==> config.mk <==
export PLATFORM = sky130hd
export DESIGN_NAME = length_xor_status_frame_receiver_top
export DESIGN_NICKNAME = d
export VERILOG_FILES = /design/src/lxsfr_pkg.sv /design/src/lxsfr_in_stage.sv /design/src/lxsfr_parser.sv /design/src/lxsfr_out_skid.sv /design/src/length_xor_status_frame_receiver_top.sv
export VERILOG_INCLUDE_DIRS = /design/src /design/src/src
export SDC_FILE = /design/constraint.sdc
export NUM_CORES = 1
export LEC_CHECK = 0
export BUFFER_PORTS_ARGS = -buffer_cell sky130_fd_sc_hd__buf_2
export CAP_MARGIN = 25
export CORE_MARGIN = 3
export CORE_UTILIZATION = 30
export CTS_CLUSTER_SIZE = 28
export DETAILED_ROUTE_END_ITERATION = 7
export PLACE_DENSITY = 0.5
export SLEW_MARGIN = 20
export SYNTH_ARGS = -nofsm -noshare
export SYNTH_HDL_FRONTEND = slang
export SYNTH_SLANG_ARGS = --single-unit
==> constraint.sdc <==
create_clock -name clk -period 10 [get_ports clk]
set_input_delay 2 -clock clk [delete_from_list [all_inputs] [get_ports clk]]
set_output_delay 2 -clock clk [all_outputs]
set_load 0.1 [all_outputs]
==> src/assert_macros.svh <==
// ---------------------------------------------------------------------------
// Assertion macros
// Shared concurrent assertion forms, clocked on clk and disabled in reset.
// ---------------------------------------------------------------------------
`ifndef ASSERT_MACROS_SVH
`define ASSERT_MACROS_SVH

// Property must hold at every clock edge outside reset.
`define LXSFR_ASSERT(label, prop, msg) \
    label: assert property (@(posedge clk) disable iff (!rst_n) prop) else $error(msg);

// Condition must never be true at a clock edge outside reset.
`define LXSFR_ASSERT_NEVER(label, cond, msg) \
    label: assert property (@(posedge clk) disable iff (!rst_n) !(cond)) else $error(msg);

`endif

==> src/lxsfr_pkg.sv <==
// ---------------------------------------------------------------------------
// lxsfr_pkg
// Types and constants shared by the length/XOR/status frame receiver.
// ---------------------------------------------------------------------------
package lxsfr_pkg;

    // Reset value of the payload capacity register.
    localparam logic [15:0] CAPACITY_RESET = 16'd32;

    // Status bytes that carry meaning.
    localparam logic [7:0] STATUS_OK_HI   = 8'h90;
    localparam logic [7:0] STATUS_OK_LO   = 8'h00;
    localparam logic [7:0] STATUS_HINT_HI = 8'h6C;

    // Smallest legal frame length: the two status bytes alone.
    localparam logic [15:0] MIN_LENGTH = 16'd2;

    // Result kinds.
    localparam logic KIND_PAYLOAD = 1'b0;
    localparam logic KIND_VERDICT = 1'b1;

    // Result data packing: 51 field bits padded to 7 bytes.
    localparam int RESULT_BITS = 51;
    localparam int TDATA_W     = 56;
    localparam int TDATA_PAD_W = TDATA_W - RESULT_BITS;

    typedef enum logic [2:0] {
        VERDICT_OK       = 3'd0,
        VERDICT_XOR_BAD  = 3'd1,
        VERDICT_HINT     = 3'd2,
        VERDICT_OTHER    = 3'd3,
        VERDICT_SHORT    = 3'd4
    } verdict_t;

    // One received byte and its start flag.
    typedef struct packed {
        logic [7:0] rx_byte;
        logic       frame_start;
    } in_item_t;

    // One result word.
    typedef struct packed {
        logic        kind;
        logic [7:0]  payload_byte;
        logic [15:0] stored_count;
        verdict_t    verdict;
        logic [7:0]  hint_length;
        logic [15:0] status_word;
        logic        frame_done;
    } result_t;

endpackage

==> src/lxsfr_in_stage.sv <==
// ---------------------------------------------------------------------------
// lxsfr_in_stage
// Input register: holds one accepted byte until the parser consumes it.
// ---------------------------------------------------------------------------
module lxsfr_in_stage (
    input  logic               clk,
    input  logic               rst_n,
    input  logic               in_valid,
    output logic               in_ready,
    input  lxsfr_pkg::in_item_t in_item,
    output logic               out_valid,
    input  logic               out_ready,
    output lxsfr_pkg::in_item_t out_item
);

    logic                valid_reg;
    lxsfr_pkg::in_item_t item_reg;

    // The register frees up whenever its word is consumed in the same cycle.
    assign in_ready  = !valid_reg || out_ready;
    assign out_valid = valid_reg;
    assign out_item  = item_reg;

    // Valid flag.
    always_ff @(posedge clk or negedge rst_n)
    begin
        if (!rst_n)
        begin
            valid_reg <= 1'b0;
        end
        else if (in_ready)
        begin
            valid_reg <= in_valid;
        end
    end

    // Payload register.
    always_ff @(posedge clk)
    begin
        if (in_valid && in_ready)
        begin
            item_reg <= in_item;
        end
    end

endmodule

==> src/lxsfr_parser.sv <==
// ---------------------------------------------------------------------------
// lxsfr_parser
// Frame parser: per-byte state update and result formation in the same cycle.
// ---------------------------------------------------------------------------
`include "assert_macros.svh"

module lxsfr_parser (
    input  logic                clk,
    input  logic                rst_n,
    input  logic                cfg_we,
    input  logic [15:0]         cfg_wdata,
    input  logic                in_valid,
    output logic                in_ready,
    input  lxsfr_pkg::in_item_t in_item,
    output logic                res_valid,
    input  logic                res_ready,
    output lxsfr_pkg::result_t  res
);

    typedef enum logic [2:0] {
        PH_LEN_HI,
        PH_LEN_LO,
        PH_DATA,
        PH_SW1,
        PH_SW2,
        PH_XOR
    } phase_t;

    phase_t      phase_reg, phase_next, phase_eff;
    logic [7:0]  length_high_reg, length_high_next;
    logic [15:0] bytes_left_reg, bytes_left_next;
    logic [7:0]  xor_reg, xor_next;
    logic [15:0] stored_total_reg, stored_total_next;
    logic [7:0]  status_first_reg, status_first_next;
    logic [7:0]  status_second_reg, status_second_next;
    logic [15:0] capacity_reg;
    logic [15:0] frame_len;
    logic [7:0]  b;
    logic        step;
    logic        has_res;

    // A byte is consumed whenever the result stage can take a word.
    assign in_ready = res_ready;
    assign step     = in_valid && res_ready;
    assign res_valid = step && has_res;

    assign b         = in_item.rx_byte;
    assign frame_len = {length_high_reg, b};
    assign phase_eff = in_item.frame_start ? PH_LEN_HI : phase_reg;

    // Next state and result for the byte at the head of the input register.
    always_comb
    begin
        phase_next         = phase_reg;
        length_high_next   = length_high_reg;
        bytes_left_next    = bytes_left_reg;
        xor_next           = xor_reg;
        stored_total_next  = stored_total_reg;
        status_first_next  = status_first_reg;
        status_second_next = status_second_reg;
        has_res            = 1'b0;
        res                = '0;

        unique case (phase_eff)
            PH_LEN_HI:
            begin
                length_high_next   = b;
                xor_next           = b;
                stored_total_next  = '0;
                status_first_next  = '0;
                status_second_next = '0;
                bytes_left_next    = '0;
                phase_next         = PH_LEN_LO;
            end
            PH_LEN_LO:
            begin
                xor_next = xor_reg ^ b;
                if (frame_len < lxsfr_pkg::MIN_LENGTH)
                begin
                    // Lengths of zero or one cannot even hold the status word.
                    phase_next       = PH_LEN_HI;
                    has_res          = 1'b1;
                    res.kind         = lxsfr_pkg::KIND_VERDICT;
                    res.verdict      = lxsfr_pkg::VERDICT_SHORT;
                    res.frame_done   = 1'b1;
                end
                else
                begin
                    bytes_left_next = frame_len - lxsfr_pkg::MIN_LENGTH;
                    phase_next = (frame_len == lxsfr_pkg::MIN_LENGTH) ? PH_SW1 : PH_DATA;
                end
            end
            PH_DATA:
            begin
                xor_next = xor_reg ^ b;
                // Bytes past the capacity still count into the checksum.
                if (stored_total_reg < capacity_reg)
                begin
                    stored_total_next = stored_total_reg + 16'd1;
                    has_res           = 1'b1;
                    res.kind          = lxsfr_pkg::KIND_PAYLOAD;
                    res.payload_byte  = b;
                    res.stored_count  = stored_total_reg + 16'd1;
                end
                bytes_left_next = bytes_left_reg - 16'd1;
                if (bytes_left_reg == 16'd1)
                begin
                    phase_next = PH_SW1;
                end
            end
            PH_SW1:
            begin
                status_first_next = b;
                xor_next          = xor_reg ^ b;
                phase_next        = PH_SW2;
            end
            PH_SW2:
            begin
                status_second_next = b;
                xor_next           = xor_reg ^ b;
                phase_next         = PH_XOR;
            end
            PH_XOR:
            begin
                phase_next       = PH_LEN_HI;
                has_res          = 1'b1;
                res.kind         = lxsfr_pkg::KIND_VERDICT;
                res.stored_count = stored_total_reg;
                res.status_word  = {status_first_reg, status_second_reg};
                res.frame_done   = 1'b1;
                // The checksum check takes precedence over the status word.
                priority if (xor_reg != b)
                begin
                    res.verdict = lxsfr_pkg::VERDICT_XOR_BAD;
                end
                else if (status_first_reg == lxsfr_pkg::STATUS_OK_HI &&
                         status_second_reg == lxsfr_pkg::STATUS_OK_LO)
                begin
                    res.verdict = lxsfr_pkg::VERDICT_OK;
                end
                else if (status_first_reg == lxsfr_pkg::STATUS_HINT_HI)
                begin
                    res.verdict     = lxsfr_pkg::VERDICT_HINT;
                    res.hint_length = status_second_reg;
                end
                else
                begin
                    res.verdict = lxsfr_pkg::VERDICT_OTHER;
                end
            end
            default:
            begin
                phase_next = PH_LEN_HI;
            end
        endcase
    end

    // Parser state and capacity register.
    always_ff @(posedge clk or negedge rst_n)
    begin
        if (!rst_n)
        begin
            phase_reg         <= PH_LEN_HI;
            length_high_reg   <= '0;
            bytes_left_reg    <= '0;
            xor_reg           <= '0;
            stored_total_reg  <= '0;
            status_first_reg  <= '0;
            status_second_reg <= '0;
            capacity_reg      <= lxsfr_pkg::CAPACITY_RESET;
        end
        else
        begin
            if (cfg_we)
            begin
                capacity_reg <= cfg_wdata;
            end
            if (step)
            begin
                phase_reg         <= phase_next;
                length_high_reg   <= length_high_next;
                bytes_left_reg    <= bytes_left_next;
                xor_reg           <= xor_next;
                stored_total_reg  <= stored_total_next;
                status_first_reg  <= status_first_next;
                status_second_reg <= status_second_next;
            end
        end
    end

    // A verdict always returns the parser to waiting for a length.
    `LXSFR_ASSERT(a_verdict_idles, (res_valid && res.frame_done) |=> (phase_reg == PH_LEN_HI), "parser not idle after verdict")
    // Each emitted payload byte advances the stored count by one.
    `LXSFR_ASSERT(a_payload_counts, (res_valid && (res.kind == lxsfr_pkg::KIND_PAYLOAD)) |=> (stored_total_reg == $past(stored_total_reg) + 16'd1), "stored count did not advance")
    // The data phase is never entered with nothing left to read.
    `LXSFR_ASSERT_NEVER(a_data_nonempty, (phase_reg == PH_DATA) && (bytes_left_reg == 16'd0), "data phase with zero bytes left")

endmodule

==> src/lxsfr_out_skid.sv <==
// ---------------------------------------------------------------------------
// lxsfr_out_skid
// Result register with a skid entry, so the ready toward the parser is a flop.
// ---------------------------------------------------------------------------
`include "assert_macros.svh"

module lxsfr_out_skid (
    input  logic               clk,
    input  logic               rst_n,
    input  logic               in_valid,
    output logic               in_ready,
    input  lxsfr_pkg::result_t in_data,
    output logic               out_valid,
    input  logic               out_ready,
    output lxsfr_pkg::result_t out_data
);

    logic               main_valid_reg;
    logic               skid_valid_reg;
    lxsfr_pkg::result_t main_reg;
    lxsfr_pkg::result_t skid_reg;
    logic               main_free;

    assign in_ready  = !skid_valid_reg;
    assign out_valid = main_valid_reg;
    assign out_data  = main_reg;
    assign main_free = !main_valid_reg || out_ready;

    // Valid flags: the skid entry drains into the main register first.
    always_ff @(posedge clk or negedge rst_n)
    begin
        if (!rst_n)
        begin
            main_valid_reg <= 1'b0;
            skid_valid_reg <= 1'b0;
        end
        else if (main_free)
        begin
            if (skid_valid_reg)
            begin
                main_valid_reg <= 1'b1;
                skid_valid_reg <= 1'b0;
            end
            else
            begin
                main_valid_reg <= in_valid;
            end
        end
        else if (in_valid && !skid_valid_reg)
        begin
            skid_valid_reg <= 1'b1;
        end
    end

    // Data registers.
    always_ff @(posedge clk)
    begin
        if (main_free)
        begin
            main_reg <= skid_valid_reg ? skid_reg : in_data;
        end
        else if (in_valid && !skid_valid_reg)
        begin
            skid_reg <= in_data;
        end
    end

    // The skid entry is only ever filled behind a held main word.
    `LXSFR_ASSERT(a_skid_behind_main, skid_valid_reg |-> main_valid_reg, "skid entry valid with empty main register")
    // A stalled skid entry is neither lost nor altered.
    `LXSFR_ASSERT(a_skid_holds, (skid_valid_reg && !out_ready) |=> (skid_valid_reg && $stable(skid_reg)), "stalled skid entry changed")

endmodule

==> src/length_xor_status_frame_receiver_top.sv <==
// ---------------------------------------------------------------------------
// length_xor_status_frame_receiver_top
// Receiver for length-prefixed frames with XOR checksum and status word.
// ---------------------------------------------------------------------------
// Usage: frame bytes enter on the s_ stream, one word per byte; s_tuser set
// marks the first length byte and restarts the parser. Each payload byte
// within the configured capacity leaves as one m_ word with m_tuser low;
// the XOR byte ends the frame with a verdict word (m_tuser and m_tlast high).
// A length of zero or one yields a verdict at the second length byte.
// cfg_we/cfg_wdata write the payload capacity, which resets to 32.
// A result leaves through the input register, then the result register.
// Throughput: one byte per cycle while the result side is not stalled, with
// the combinational parser between the input and result registers.
// Reset clears the parser to await a length byte and empties both stages.
// When the receiver stalls, up to two results wait in the result register
// and its skid entry; the input keeps taking bytes until both are full and
// the input register is occupied, then s_tready drops.
// ---------------------------------------------------------------------------
module length_xor_status_frame_receiver_top (
    input  logic                         clk,
    input  logic                         rst_n,
    input  logic                         cfg_we,
    input  logic [15:0]                  cfg_wdata,
    input  logic                         s_tvalid,
    output logic                         s_tready,
    input  logic [7:0]                   s_tdata,   // [7:0] rx_byte
    input  logic                         s_tuser,   // [0] frame_start
    output logic                         m_tvalid,
    input  logic                         m_tready,
    // [7:0] payload_byte, [23:8] stored_count, [26:24] verdict,
    // [34:27] hint_length, [50:35] status_word, [55:51] zero
    output logic [lxsfr_pkg::TDATA_W-1:0] m_tdata,
    output logic                         m_tuser,   // [0] kind
    output logic                         m_tlast    // frame_done
);

    lxsfr_pkg::in_item_t s_item;
    lxsfr_pkg::in_item_t p_item;
    lxsfr_pkg::result_t  p_res;
    lxsfr_pkg::result_t  m_res;
    logic                p_valid;
    logic                p_ready;
    logic                r_valid;
    logic                r_ready;

    assign s_item.rx_byte     = s_tdata;
    assign s_item.frame_start = s_tuser;

    // Input register.
    lxsfr_in_stage u_in_stage (
        .clk       (clk),
        .rst_n     (rst_n),
        .in_valid  (s_tvalid),
        .in_ready  (s_tready),
        .in_item   (s_item),
        .out_valid (p_valid),
        .out_ready (p_ready),
        .out_item  (p_item)
    );

    // Frame parser.
    lxsfr_parser u_parser (
        .clk       (clk),
        .rst_n     (rst_n),
        .cfg_we    (cfg_we),
        .cfg_wdata (cfg_wdata),
        .in_valid  (p_valid),
        .in_ready  (p_ready),
        .in_item   (p_item),
        .res_valid (r_valid),
        .res_ready (r_ready),
        .res       (p_res)
    );

    // Result register with skid entry.
    lxsfr_out_skid u_out_skid (
        .clk       (clk),
        .rst_n     (rst_n),
        .in_valid  (r_valid),
        .in_ready  (r_ready),
        .in_data   (p_res),
        .out_valid (m_tvalid),
        .out_ready (m_tready),
        .out_data  (m_res)
    );

    // Pack the result fields onto the master stream.
    assign m_tdata = {{lxsfr_pkg::TDATA_PAD_W{1'b0}},
                      m_res.status_word,
                      m_res.hint_length,
                      m_res.verdict,
                      m_res.stored_count,
                      m_res.payload_byte};
    assign m_tuser = m_res.kind;
    assign m_tlast = m_res.frame_done;

endmodule

* After elaboration in Yosys (flattened, before gate mapping)
Cells that the tools add are included.
** Word-level totals
- Output and inout bits :: 60
- Bits of input ports :: 30
- Register bits :: 201
** Operators by class
- $lt $le $gt $ge :: 2
- Add/sub/neg operators :: 3
- Muxes and demuxes :: 33
- Equal/unequal tests :: 13
- Reductions and logical operators :: 27
- Bitwise gates (word level) :: 2
** Operators by type and width (number)
- case mux 16 bit (2 select lines) :: 2
- two-way mux 53 bit :: 1
- two-way mux 24 bit :: 2
- case mux 16 bit (3 select lines) :: 1
- case mux 8 bit (2 select lines) :: 3
- two-way mux 16 bit :: 2
- two-way mux 8 bit :: 4
- two-way mux 3 bit :: 6
- adder 16 x 1 -> 16 bit, second input constant :: 1
- equality test 16 x 1 -> 1 bit, second input constant :: 1
- equality test 16 x 2 -> 1 bit, second input constant :: 1
- < comparator 16 bit :: 1
- < comparator 16 x 2 -> 1 bit, second input constant :: 1
- subtractor 16 x 1 -> 16 bit, second input constant :: 1
- subtractor 16 x 2 -> 16 bit, second input constant :: 1
- case mux 3 bit (5 select lines) :: 1
- AND reduction 2 bit :: 6
- nonzero test 2 bit :: 5
- equality test 8 x 7 -> 1 bit, second input constant :: 1
- equality test 8 bit, second input constant :: 1
- zero test 8 bit :: 1
- != test 8 bit :: 1
- bitwise XOR 8 bit :: 1
- two-way mux 1 bit :: 7
- other kinds (16) :: 28

* Logic depth before layout (Yosys ltp)
Gate-level depths: netlist of run 1.
- Depth in word-level cells :: 7
- Mapped depth :: 10

* Modules after synthesis
A second synthesis of run 1 with hierarchy kept.
** Unflattened totals
- Cell total of the unflattened synthesis :: 862
- Area total of the unflattened synthesis :: 9968.3 µm²
** Modules (own cells, without submodules)
- lxsfr_parser :: sequential area each 2078.2 µm², area each 5544.1 µm², cells each 670, instances 1
- lxsfr_out_skid :: sequential area each 3233.1 µm², area each 4058.9 µm², cells each 173, instances 1
- lxsfr_in_stage :: sequential area each 295.3 µm², area each 324.1 µm², cells each 13, instances 1
- length_xor_status_frame_receiver_top :: sequential area each 0.0 µm², area each 41.3 µm², cells each 6, instances 1

* Least setup slack after synthesis of run 1
No wires, ideal clock.
- Kind :: in2reg
- From :: in m_tready
- To :: reg u_out_skid.skid_reg[10] in the netlist's numbering, enable pin
- Required time :: 9538 ps
- Path slack :: 3901 ps
- Cell stages on the path :: 2
- Arrival time :: 5637 ps
- Cell sequence :: nand2b_1 > nor2_1
** Between the ends
- Word-level cells in the longest chain between the ends :: 3
** RTL lines
- start, declared :: line length_xor_status_frame_receiver_top.sv:29 : input logic m_tready,
- logical OR 1 bit :: line lxsfr_out_skid.sv:27 : assign main_free = !main_valid_reg || out_ready;
- inverter 1 bit (no source line)
- AND reduction 2 bit (no source line)
- end signal, assigned :: line lxsfr_out_skid.sv:64 : skid_reg <= in_data;
- end, declared :: line lxsfr_out_skid.sv:21 : lxsfr_pkg::result_t skid_reg;
Every way passes these cells.
A chain may end at the register's enable or synchronous reset.

* Final worst setup path of run 1
- From :: reg u_in_stage.item_reg, in the netlist u_in_stage.out_item[0]
- To :: reg u_out_skid.skid_reg[31] in the netlist's numbering, enable pin
** Between the ends
- Word-level cells in the longest chain between the ends :: 6
- Elaborated cells between the ends (all ways) :: 8
- Those cells by class :: eq/ne (3); mux (2); reduce/logical (3)
** RTL lines
- start, declared :: line lxsfr_in_stage.sv:17 : lxsfr_pkg::in_item_t item_reg;
- start signal, assigned :: line lxsfr_in_stage.sv:42 : item_reg <= in_item;
- two-way mux 3 bit * :: line lxsfr_parser.sv:49 : assign phase_eff = in_item.frame_start ? PH_LEN_HI : phase_reg;
- equality test 3 bit, or another cell as far along :: line lxsfr_parser.sv:64 : unique case (phase_eff)
- case mux 1 bit (3 select lines) * :: line lxsfr_parser.sv:64
- logical AND 1 bit * :: line lxsfr_parser.sv:45 : assign res_valid = step && has_res;
- logical AND 1 bit * :: line lxsfr_out_skid.sv:62 : else if (in_valid && !skid_valid_reg)
- AND reduction 2 bit (no source line) *
Mark *: on every way between the ends. The rest lies on a longest branch, timed or not.

==> flow_summary.yaml, run 1 <==
yosys:
  synth_top_cell_by_area: "edfxtp_1"
  synth_flop_cell: "edfxtp_1"
  synthTopCellsByArea: "edfxtp_1 (35%), dfrtp_1 (22%), mux2_2 (5.4%), nand2_1 (4.9%), o21ai_0 (4.1%)"
  ys_warn_count: 0
  ys_ff_latch: 199
  synth_top_area_frac: 0.3492
  avgSynthCellArea_um2: 10.98
  yosysSeqAreaShare: 0.5707
  synthCells: 885
  async_flop_share: 0.4322
  syn_area_mm2: 0.009718
  synth-edff-count: 113
  ys_types: 67
layout:
  diodes: 0
  syn2layout_area_growth_pct: 14.05
  fin_util: 0.3494
  final_nets: 996
  drive_gt1_frac: 0.2073
die:
  die_h_um: 186.0
  die_area_mm2: 0.03459
  start_util: 0.3064
  die_w_um: 186.0
  ios: 90
  num_rows: 65
  core_area_mm2: 0.03172
place:
  gp_congestion: 0.7863
  io_buffers: 84
  place_worst_setup_slack_ns: 5.763
  dpl.hpwl_mm: 15.43
routing:
  remaining_drc_errors: 0
  drt_iter0_drc: 398
  ant_nets: 0
  finalWirelength_mm: 22.91
  via_count: 6658
  drtPass1Iterations: 5
  viasPerCell: 4.888
  routedWlPerCell_um: 16.82
power_and_ir_drop:
  ir_worst_vdd_uv: 110.1
  power_uw: 2090
  p_per_area_mw_per_mm2: 188.6
  cellLeakagePower_uw: 0.004809
sta:
  layout_setup_ws_ns: 6.003
  hold_viol: 0
  tns_ns: 0
  worst_pin_slew_ns: 1.054
  final_max_slew_viol_count: 0
  fin_crit_sh: 0.3997
  rsz0062_at_grt: "no"
  fin_crit_ns: 3.997
  fmax_mhz: 250.2
  setup_viol: 0
  slew_headroom: 0.2961
  skew_ns: 0.01566
setup_path:
  slowest_delay_ns: 0.75
  crit_arrival_ns: 4.09
  crit_type: "reg2reg"
  crit_slowest_cell: "nor2b_1"
  r2r_setup_slack_ns: 6.00
  crit_family: "simple AND/OR/NAND/NOR gates"
  startpoint_type: "flop"
  worst_setup_path_end_kind: "flop"
  cp_common_cell: "buf_4"
  crit_fanout: 28
  required_ns: 10.10
  crit_chain: "nor3b_1 > buf_4 > nor2b_1 > nand3_1 > nand2_1 > o221ai_2 > nor2_4 > buf_4"
  critical_path_buf_inv_count: 2
flow_run:
  drv_cap: 0
hold_path:
  hp-class: "reg2reg"
clock_network:
  clk_latency_ns: 0.44
  clock_sinks: 199
  clk_pin_slew_ns: 0.08
  cts_hold_buf: 0
  postCtsSetupBuffers: 0
  cts_tree: "built"
  cts-root-buf: "clkbuf_16"
  cts.path.max_buffers: 2
  cts_max_level: 4
  cts_made_buffers: 17
  cts_resized: 0
global_routing:
  track_usage: 0.1347
  antenna_found_initial: 0
  grt_overflow_total: 0
  grt_max_degree: 65
  grt_pass1_wl_mm: 36.32
  grt_pass1_vias: 6568
status:
  status: "completed"
==> tightest hold or removal path, delay by kind of cell, from the launching register on <==
kind	cells	cell delay (ns)
and+or+nand+nor	1	0.05
AOI/OAI and AO/OA	1	0.06
DFF	1	0.37
==> stage by stage <==
step	cell area, µm²	cells	hold WS (ns)
final	11080	1362	0.5210
after global routing	11080	1362	0.5383
after CTS	11080	1361	0.5187
after detailed placement	10490	1329	0.5006
after global placement	10490	1329	0.4921
after floorplan	9733	889	0.4707
==> routing by layer <==
metal  global-route usage  up-vias  wire length [µm]
li1                     -     3297                 -
met1               0.1891     3227             11160
met2               0.2154      116             10620
met3              0.02482       18               831
met4              0.03604        0               297
met5                    0        -                 0
==> path summary, 6_finish.rpt <==
path,startpoint,to,cells after the start
worst max-delay path,u_in_stage.out_item[0],u_out_skid.skid_reg[31],8
worst max register to register,u_in_stage.out_item[0],u_out_skid.skid_reg[31],8
worst min-delay path,u_parser.status_second_reg[1],u_parser.status_second_reg[1],2
worst min register to register,u_parser.status_second_reg[1],u_parser.status_second_reg[1],2
min in group asynchronous,rst_n,u_parser.capacity_reg[0],1
max in group asynchronous,rst_n,u_parser.stored_total_reg[14],2
==> cell families after synthesis <==
| group | Yosys count | share of synthesized area |
|---|---|---|
| fa+ha+maj | 19 | 0.02446 |
| buf+inv | 93 | 0.04184 |
| flops | 199 | 0.5707 |
| mux | 55 | 0.06270 |
| other cells | 1 | 0.0003859 |
| simple gates | 311 | 0.1607 |
| compound gates | 176 | 0.1112 |
| xor+xnor | 31 | 0.02794 |
==> synth_stat cells, drive strengths merged, types with 2 or more instances <==
library cell	instances
buf	25
and4	5
a22o	5
nor4	14
and2	11
edfxtp	113
nand3b	3
dfrtp	85
mux2i	8
o311ai	2
nor2b	5
nor3	19
o22ai	6
nand2b	9
ha	19
nor2	55
mux2	47
inv	34
clkbuf	33
a22oi	5
nand2	129
a32oi	3
o211ai	3
a31oi	3
nand3	24
o31ai	19
and3	19
o21ai	83
nand4b	2
a221o	2
nand4	4
nor3b	2
or4	4
a21oi	37
or3	2
xnor2	13
xor2	18
==> cell type report <==
class	instances	area (µm²)
Fill cell	3202	20630
Sequential cell	199	5547
Multi-Input combinational cell	597	3794
Timing Repair Buffer	97	520.5
Tap cell	402	503.0
Clock buffer	17	425.4
Clock inverter	15	162.7
Inverter	35	131.4
==> report_power, final <==
group          leakage, µW  internal (µW)  total [µW]  switching [µW]
Sequential         0.00242            927         995            67.3
Combinational      0.00210            126         396             270
Clock             0.000290            356         700             344
Total              0.00481           1410        2090             681
==> placed cells by master (no fill, tap or decap), types with 5 or more instances in the layout <==
cell         n
a21oi_1     37
inv_1       34
and4_1       5
buf_2       83
inv_6        5
o31ai_1     16
edfxtp_1   113
conb_1       5
nor3_1      18
and3_1      19
and2_1      11
a22o_1       5
xnor2_1     13
mux2_2      47
xor2_1      18
nand2_1    128
a22oi_1      5
ha_1        19
nor2_1      53
nand2b_1     7
nand3_1     23
o22ai_1      6
mux2i_1      8
clkbuf_16   17
nor2b_1      5
dfrtp_1     85
nor4_1      12
o21ai_0     80
buf_4       14
(Power assumes the default switching activity.)
==> run 2, diff against run 1 <==
==> constraint.sdc (replaced) <==
create_clock -name clk -period 4.19 [get_ports clk]
set_input_delay 0.838 -clock clk [delete_from_list [all_inputs] [get_ports clk]]
set_output_delay 0.838 -clock clk [all_outputs]
set_load 0.1 [all_outputs]
==> run 2 against run 1 <==
Compared with the run above:
- routed wire length increased by 2.8%
- sequential cell count stayed put
- global-route usage increased by 0.43 points
- sequential power up 140%
- critical path type unchanged
- largest power group unchanged
==> flow_summary.yaml, run 2 (synthesized netlist as in run 1, its figures left out) <==
status:
  status: "completed"
global_routing:
  grt_pass1_vias: 6574
  grt_max_degree: 55
  track_usage: 0.1391
  grt_pass1_wl_mm: 37.00
  antenna_found_initial: 0
  grt_overflow_total: 0
setup_path:
  crit_chain: "ha_1 > a211oi_2 > nor2_1 > nor4_4 > and4_1 > buf_4 > o221ai_2 > nor2_4 > buf_12"
  slowest_delay_ns: 0.44
  startpoint_type: "flop"
  crit_slowest_cell: "dfrtp_1"
  crit_type: "reg2reg"
  crit_arrival_ns: 3.29
  worst_setup_path_end_kind: "flop"
  critical_path_buf_inv_count: 2
  required_ns: 4.31
  crit_fanout: 44
  crit_family: "simple AND/OR/NAND/NOR gates"
routing:
  drt_iter0_drc: 511
  finalWirelength_mm: 23.54
  drtPass1Iterations: 5
  drt-met1-wl_mm: 11.39
  ant_nets: 0
  dr_wl_met3_um: 908
  routed-wl-met2_mm: 10.87
  maxUsedRoutingLayer: "met4"
  remaining_drc_errors: 0
  viasPerCell: 4.941
  routedWlPerCell_um: 17.23
  via_count: 6750
die:
  die_h_um: 186.0
  num_rows: 65
  core_area_mm2: 0.03172
  die_w_um: 186.0
  start_util: 0.3064
  die_area_mm2: 0.03459
  ios: 90
flow_run:
  drv_cap: 0
clock_network:
  postCtsSetupBuffers: 0
  cts_max_level: 4
  cts_resized: 0
  clock_sinks: 199
  cts_made_buffers: 17
  cts-root-buf: "clkbuf_16"
  clk_pin_slew_ns: 0.08
  cts_tree: "built"
  cts_hold_buf: 0
  cts.path.max_buffers: 2
  clk_latency_ns: 0.45
place:
  io_buffers: 84
  place_worst_setup_slack_ns: 1.007
  gp_congestion: 0.8321
  dpl.hpwl_mm: 16.07
layout:
  layout_common_cells: "nand2_1 (128), edfxtp_1 (113), dfrtp_1 (85), buf_2 (83), o21ai_0 (80)"
  diodes: 0
  final_common_cell: "nand2_1"
  fin_util: 0.3503
  syn2layout_area_growth_pct: 14.34
  final_nets: 1000
  nFillCells: 3176
  drive_gt1_frac: 0.2085
sta:
  fin_crit_ns: 3.177
  slew_headroom: 0.3724
  tns_ns: 0
  hold_viol: 0
  layout_setup_ws_ns: 1.013
  skew_ns: 0.01646
  worst_pin_slew_ns: 0.9395
  final_max_slew_viol_count: 0
  fmax_mhz: 314.7
  rsz0062_at_grt: "no"
  hold_ws_ns: 0.3712
  setup_viol: 0
  fin_crit_sh: 0.7583
power_and_ir_drop:
  ir_worst_vdd_uv: 309.3
  cellLeakagePower_uw: 0.004821
  p_per_area_mw_per_mm2: 447.1
hold_path:
  hp-class: "in2async"
## run 2: area by class of cell
cell class | instances | area [µm²] | share of cell area
sequential | 199 | 5547 | 0.4992
clock buffer | 18 | 439.2 | 0.03952
timing repair buffer | 101 | 563.0 | 0.05067
inverter | 35 | 131.4 | 0.01182
multi-input combinational | 597 | 3794 | 0.3414
tap | 402 | 503.0 | 0.04527
clock inverter | 14 | 135.1 | 0.01216
## run 2: worst register-to-register path: stages, from the launching register on
cell,delay [ns]
dfrtp_1,0.44
ha_1,0.32
a211oi_2,0.22
nor2_1,0.10
nor4_4,0.40
and4_1,0.25
buf_4,0.24
o221ai_2,0.19
nor2_4,0.35
buf_12,0.29
## run 2: metal layers
layer  global-route usage  vias up
met4              0.04707        0
met3              0.02619       22
met1               0.1979     3288
met2               0.2138      140
met5                    0        -
li1                     -     3300
## run 2: final timing paths
check	from	to	slack (ns)	cells past startpoint
min in group clk	u_parser.bytes_left_reg[11]	u_parser.bytes_left_reg[11]	0.52	2
max in group asynchronous	rst_n	u_parser.xor_reg[3]	3.03	2
max	u_parser.stored_total_reg[13]	u_out_skid.skid_reg[16]	1.01	9
max reg2reg	u_parser.stored_total_reg[13]	u_out_skid.skid_reg[16]	1.01	9
min	rst_n	u_parser.stored_total_reg[2]	0.37	1
min reg2reg	u_parser.bytes_left_reg[11]	u_parser.bytes_left_reg[11]	0.52	2
## run 2: where the power goes
part | switching, µW | internal (µW) | leakage [µW]
combinational | 655 | 307 | 0.00212
clock | 782 | 851 | 0.000280
sequential | 159 | 2210 | 0.00242
## run 2: stage by stage
step	area [µm²]	power [µW]	std cells
floorplan	9738	3130	889
global placement	10520	3368	1332
detailed placement	10530	3376	1333
CTS	11100	5023	1365
global route	11110	5213	1366
finish	11110	4968	1366
==> run 3, diff against run 2 <==
--- a/config.mk
+++ b/config.mk
@@ -12,7 +12,7 @@
 export CORE_UTILIZATION = 30
 export CTS_CLUSTER_SIZE = 28
 export DETAILED_ROUTE_END_ITERATION = 7
-export PLACE_DENSITY = 0.5
+export PLACE_DENSITY = 0.52
 export SLEW_MARGIN = 20
 export SYNTH_ARGS = -nofsm -noshare
 export SYNTH_HDL_FRONTEND = slang
==> constraint.sdc (replaced) <==
create_clock -name clk -period 2.8 [get_ports clk]
set_input_delay 0.56 -clock clk [delete_from_list [all_inputs] [get_ports clk]]
set_output_delay 0.56 -clock clk [all_outputs]
set_load 0.1 [all_outputs]
==> run 3 against run 2 <==
Compared with the run above:
- core utilization grew 0.90 points
- design area rose by 2.6%
- via count increased by 0.99%
==> flow_summary.yaml, run 3 (synthesized netlist as in run 1, its figures left out) <==
status:
  status: "completed"
global_routing:
  grtUsageMet2: 0.2255
  busiest_layer: "met2"
  grt_pass1_wl_mm: 37.76
  grt_pass1_vias: 6715
  grt_util_met1: 0.1957
  grt_overflow_total: 0
  grt_max_degree: 48
  track_usage: 0.1401
  antenna_found_initial: 0
  grt_use_met3: 0.02423
die:
  core_area_mm2: 0.03172
  num_rows: 65
  die_h_um: 186.0
  die_area_mm2: 0.03459
  start_util: 0.3064
  ios: 90
  die_w_um: 186.0
clock_network:
  cts-root-buf: "clkbuf_16"
  cts_tree: "built"
  cts_max_level: 4
  cts.path.max_buffers: 2
  cts_hold_buf: 0
  postCtsSetupBuffers: 0
  clock_sinks: 199
  cts_made_buffers: 17
  clk_latency_ns: 0.45
  cts_resized: 0
  clk_pin_slew_ns: 0.08
layout:
  nFillCells: 3175
  final_common_cell: "nand2_1"
  drive_gt1_frac: 0.2359
  multi_input_area_mm2: 0.003822
  diodes: 0
  syn2layout_area_growth_pct: 17.29
  final_nets: 1032
  area.sequential_mm2: 0.005547
  layout_common_cells: "nand2_1 (128), edfxtp_1 (113), dfrtp_1 (85), buf_2 (83), o21ai_0 (79)"
routing:
  routedWlPerCell_um: 16.81
  drtPass1Iterations: 4
  remaining_drc_errors: 0
  via_count: 6817
  viasPerCell: 4.876
  finalWirelength_mm: 23.50
  ant_nets: 0
  drt_iter0_drc: 493
flow_run:
  drv_cap: 0
setup_path:
  crit_type: "reg2reg"
  reg2reg_to: "u_out_skid.skid_reg[3]"
  r2r_setup_slack_ns: 0.19
  r2r_start: "u_parser.stored_total_reg[13]"
  worst_setup_path_end_kind: "flop"
  startpoint_type: "flop"
  required_ns: 2.93
  crit_arrival_ns: 2.73
  crit_fanout: 18
  reg2reg_depth: 8
sta:
  slew_headroom: 0.4866
  rsz0062_at_grt: "no"
  final_max_slew_viol_count: 0
  hold_ws_ns: 0.09005
  skew_ns: 0.01616
  hold_viol: 0
  worst_pin_slew_ns: 0.7659
  fmax_mhz: 383.4
  fin_crit_sh: 0.9316
  setup_viol: 0
  layout_setup_ws_ns: 0.1916
  fin_crit_ns: 2.608
place:
  io_buffers: 84
  place_worst_setup_slack_ns: 0.2261
  dpl.hpwl_mm: 16.33
  gp_congestion: 0.8224
hold_path:
  hp-class: "in2async"
power_and_ir_drop:
  p_per_area_mw_per_mm2: 656.1
  cellLeakagePower_uw: 0.004997
  ir_worst_vdd_uv: 467.9
run 3: cell types whose count changed in the layout (fill, tap and decap cells not counted), moves of 2 or more:
cell / change
clkinv_8: +3
inv_8: +3
inv_6: -2
clkinv_4: -2
buf_4: +31
run 3: per-stage QoR:
stage / setup TNS [ns] / utilization / total power, µW / cells / area [µm²]
2_1_floorplan: -13.28 / - / 4691 / 889 / 9778
4_1_cts: 0 / 0.3591 / 7561 / 1397 / 11390
6_report: 0 / 0.3594 / 7479 / 1398 / 11400
3_3_place_gp: 0 / 0.3409 / 5069 / 1365 / 10810
5_1_grt: 0 / 0.3594 / 7867 / 1398 / 11400
3_5_place_dp: 0 / 0.3409 / 5084 / 1365 / 10810
run 3: worst max-delay path, stage by stage, from the launching register on:
cell and delay, ns:
dfrtp_1 0.46, ha_4 0.28, a211oi_2 0.18, nor2_1 0.09
nor4_4 0.30, and4_1 0.36, o221ai_4 0.15, nor2_4 0.16
buf_4 0.29
run 3: how the worst max path moves through the flow:
stage	startpoint	end
2_1_floorplan	u_parser.stored_total_reg[13]	u_out_skid.skid_reg[10]
3_3_place_gp	u_parser.stored_total_reg[3]	u_out_skid.skid_reg[16]
3_5_place_dp	u_parser.stored_total_reg[13]	u_out_skid.skid_reg[15]
4_1_cts	u_parser.stored_total_reg[13]	u_out_skid.skid_reg[10]
5_1_grt	u_in_stage.out_item[2]	u_out_skid.out_data[22]
6_report	u_parser.stored_total_reg[13]	u_out_skid.skid_reg[3]
run 3: final cells by class:
cell class,count,area share
Tap cell,402,0.04413
Inverter,35,0.01153
Multi-Input combinational cell,597,0.3353
Clock inverter,15,0.01350
Sequential cell,199,0.4866
Timing Repair Buffer,133,0.07157
Clock buffer,17,0.03732
run 3: per-layer routing:
metal / up-vias / wire [µm]
met1: 3321 / 11240
met3: 23 / 818
met4: 0 / 349
met2: 118 / 11080
met5: - / 0
li1: 3355 / -
run 3: where the power goes:
| part | total (µW) | switching, µW | internal, µW |
|---|---|---|---|
| clock network | 2460 | 1270 | 1190 |
| logic | 1500 | 1010 | 486 |
| registers | 3520 | 211 | 3310 |
| total | 7480 | 2490 | 4990 |
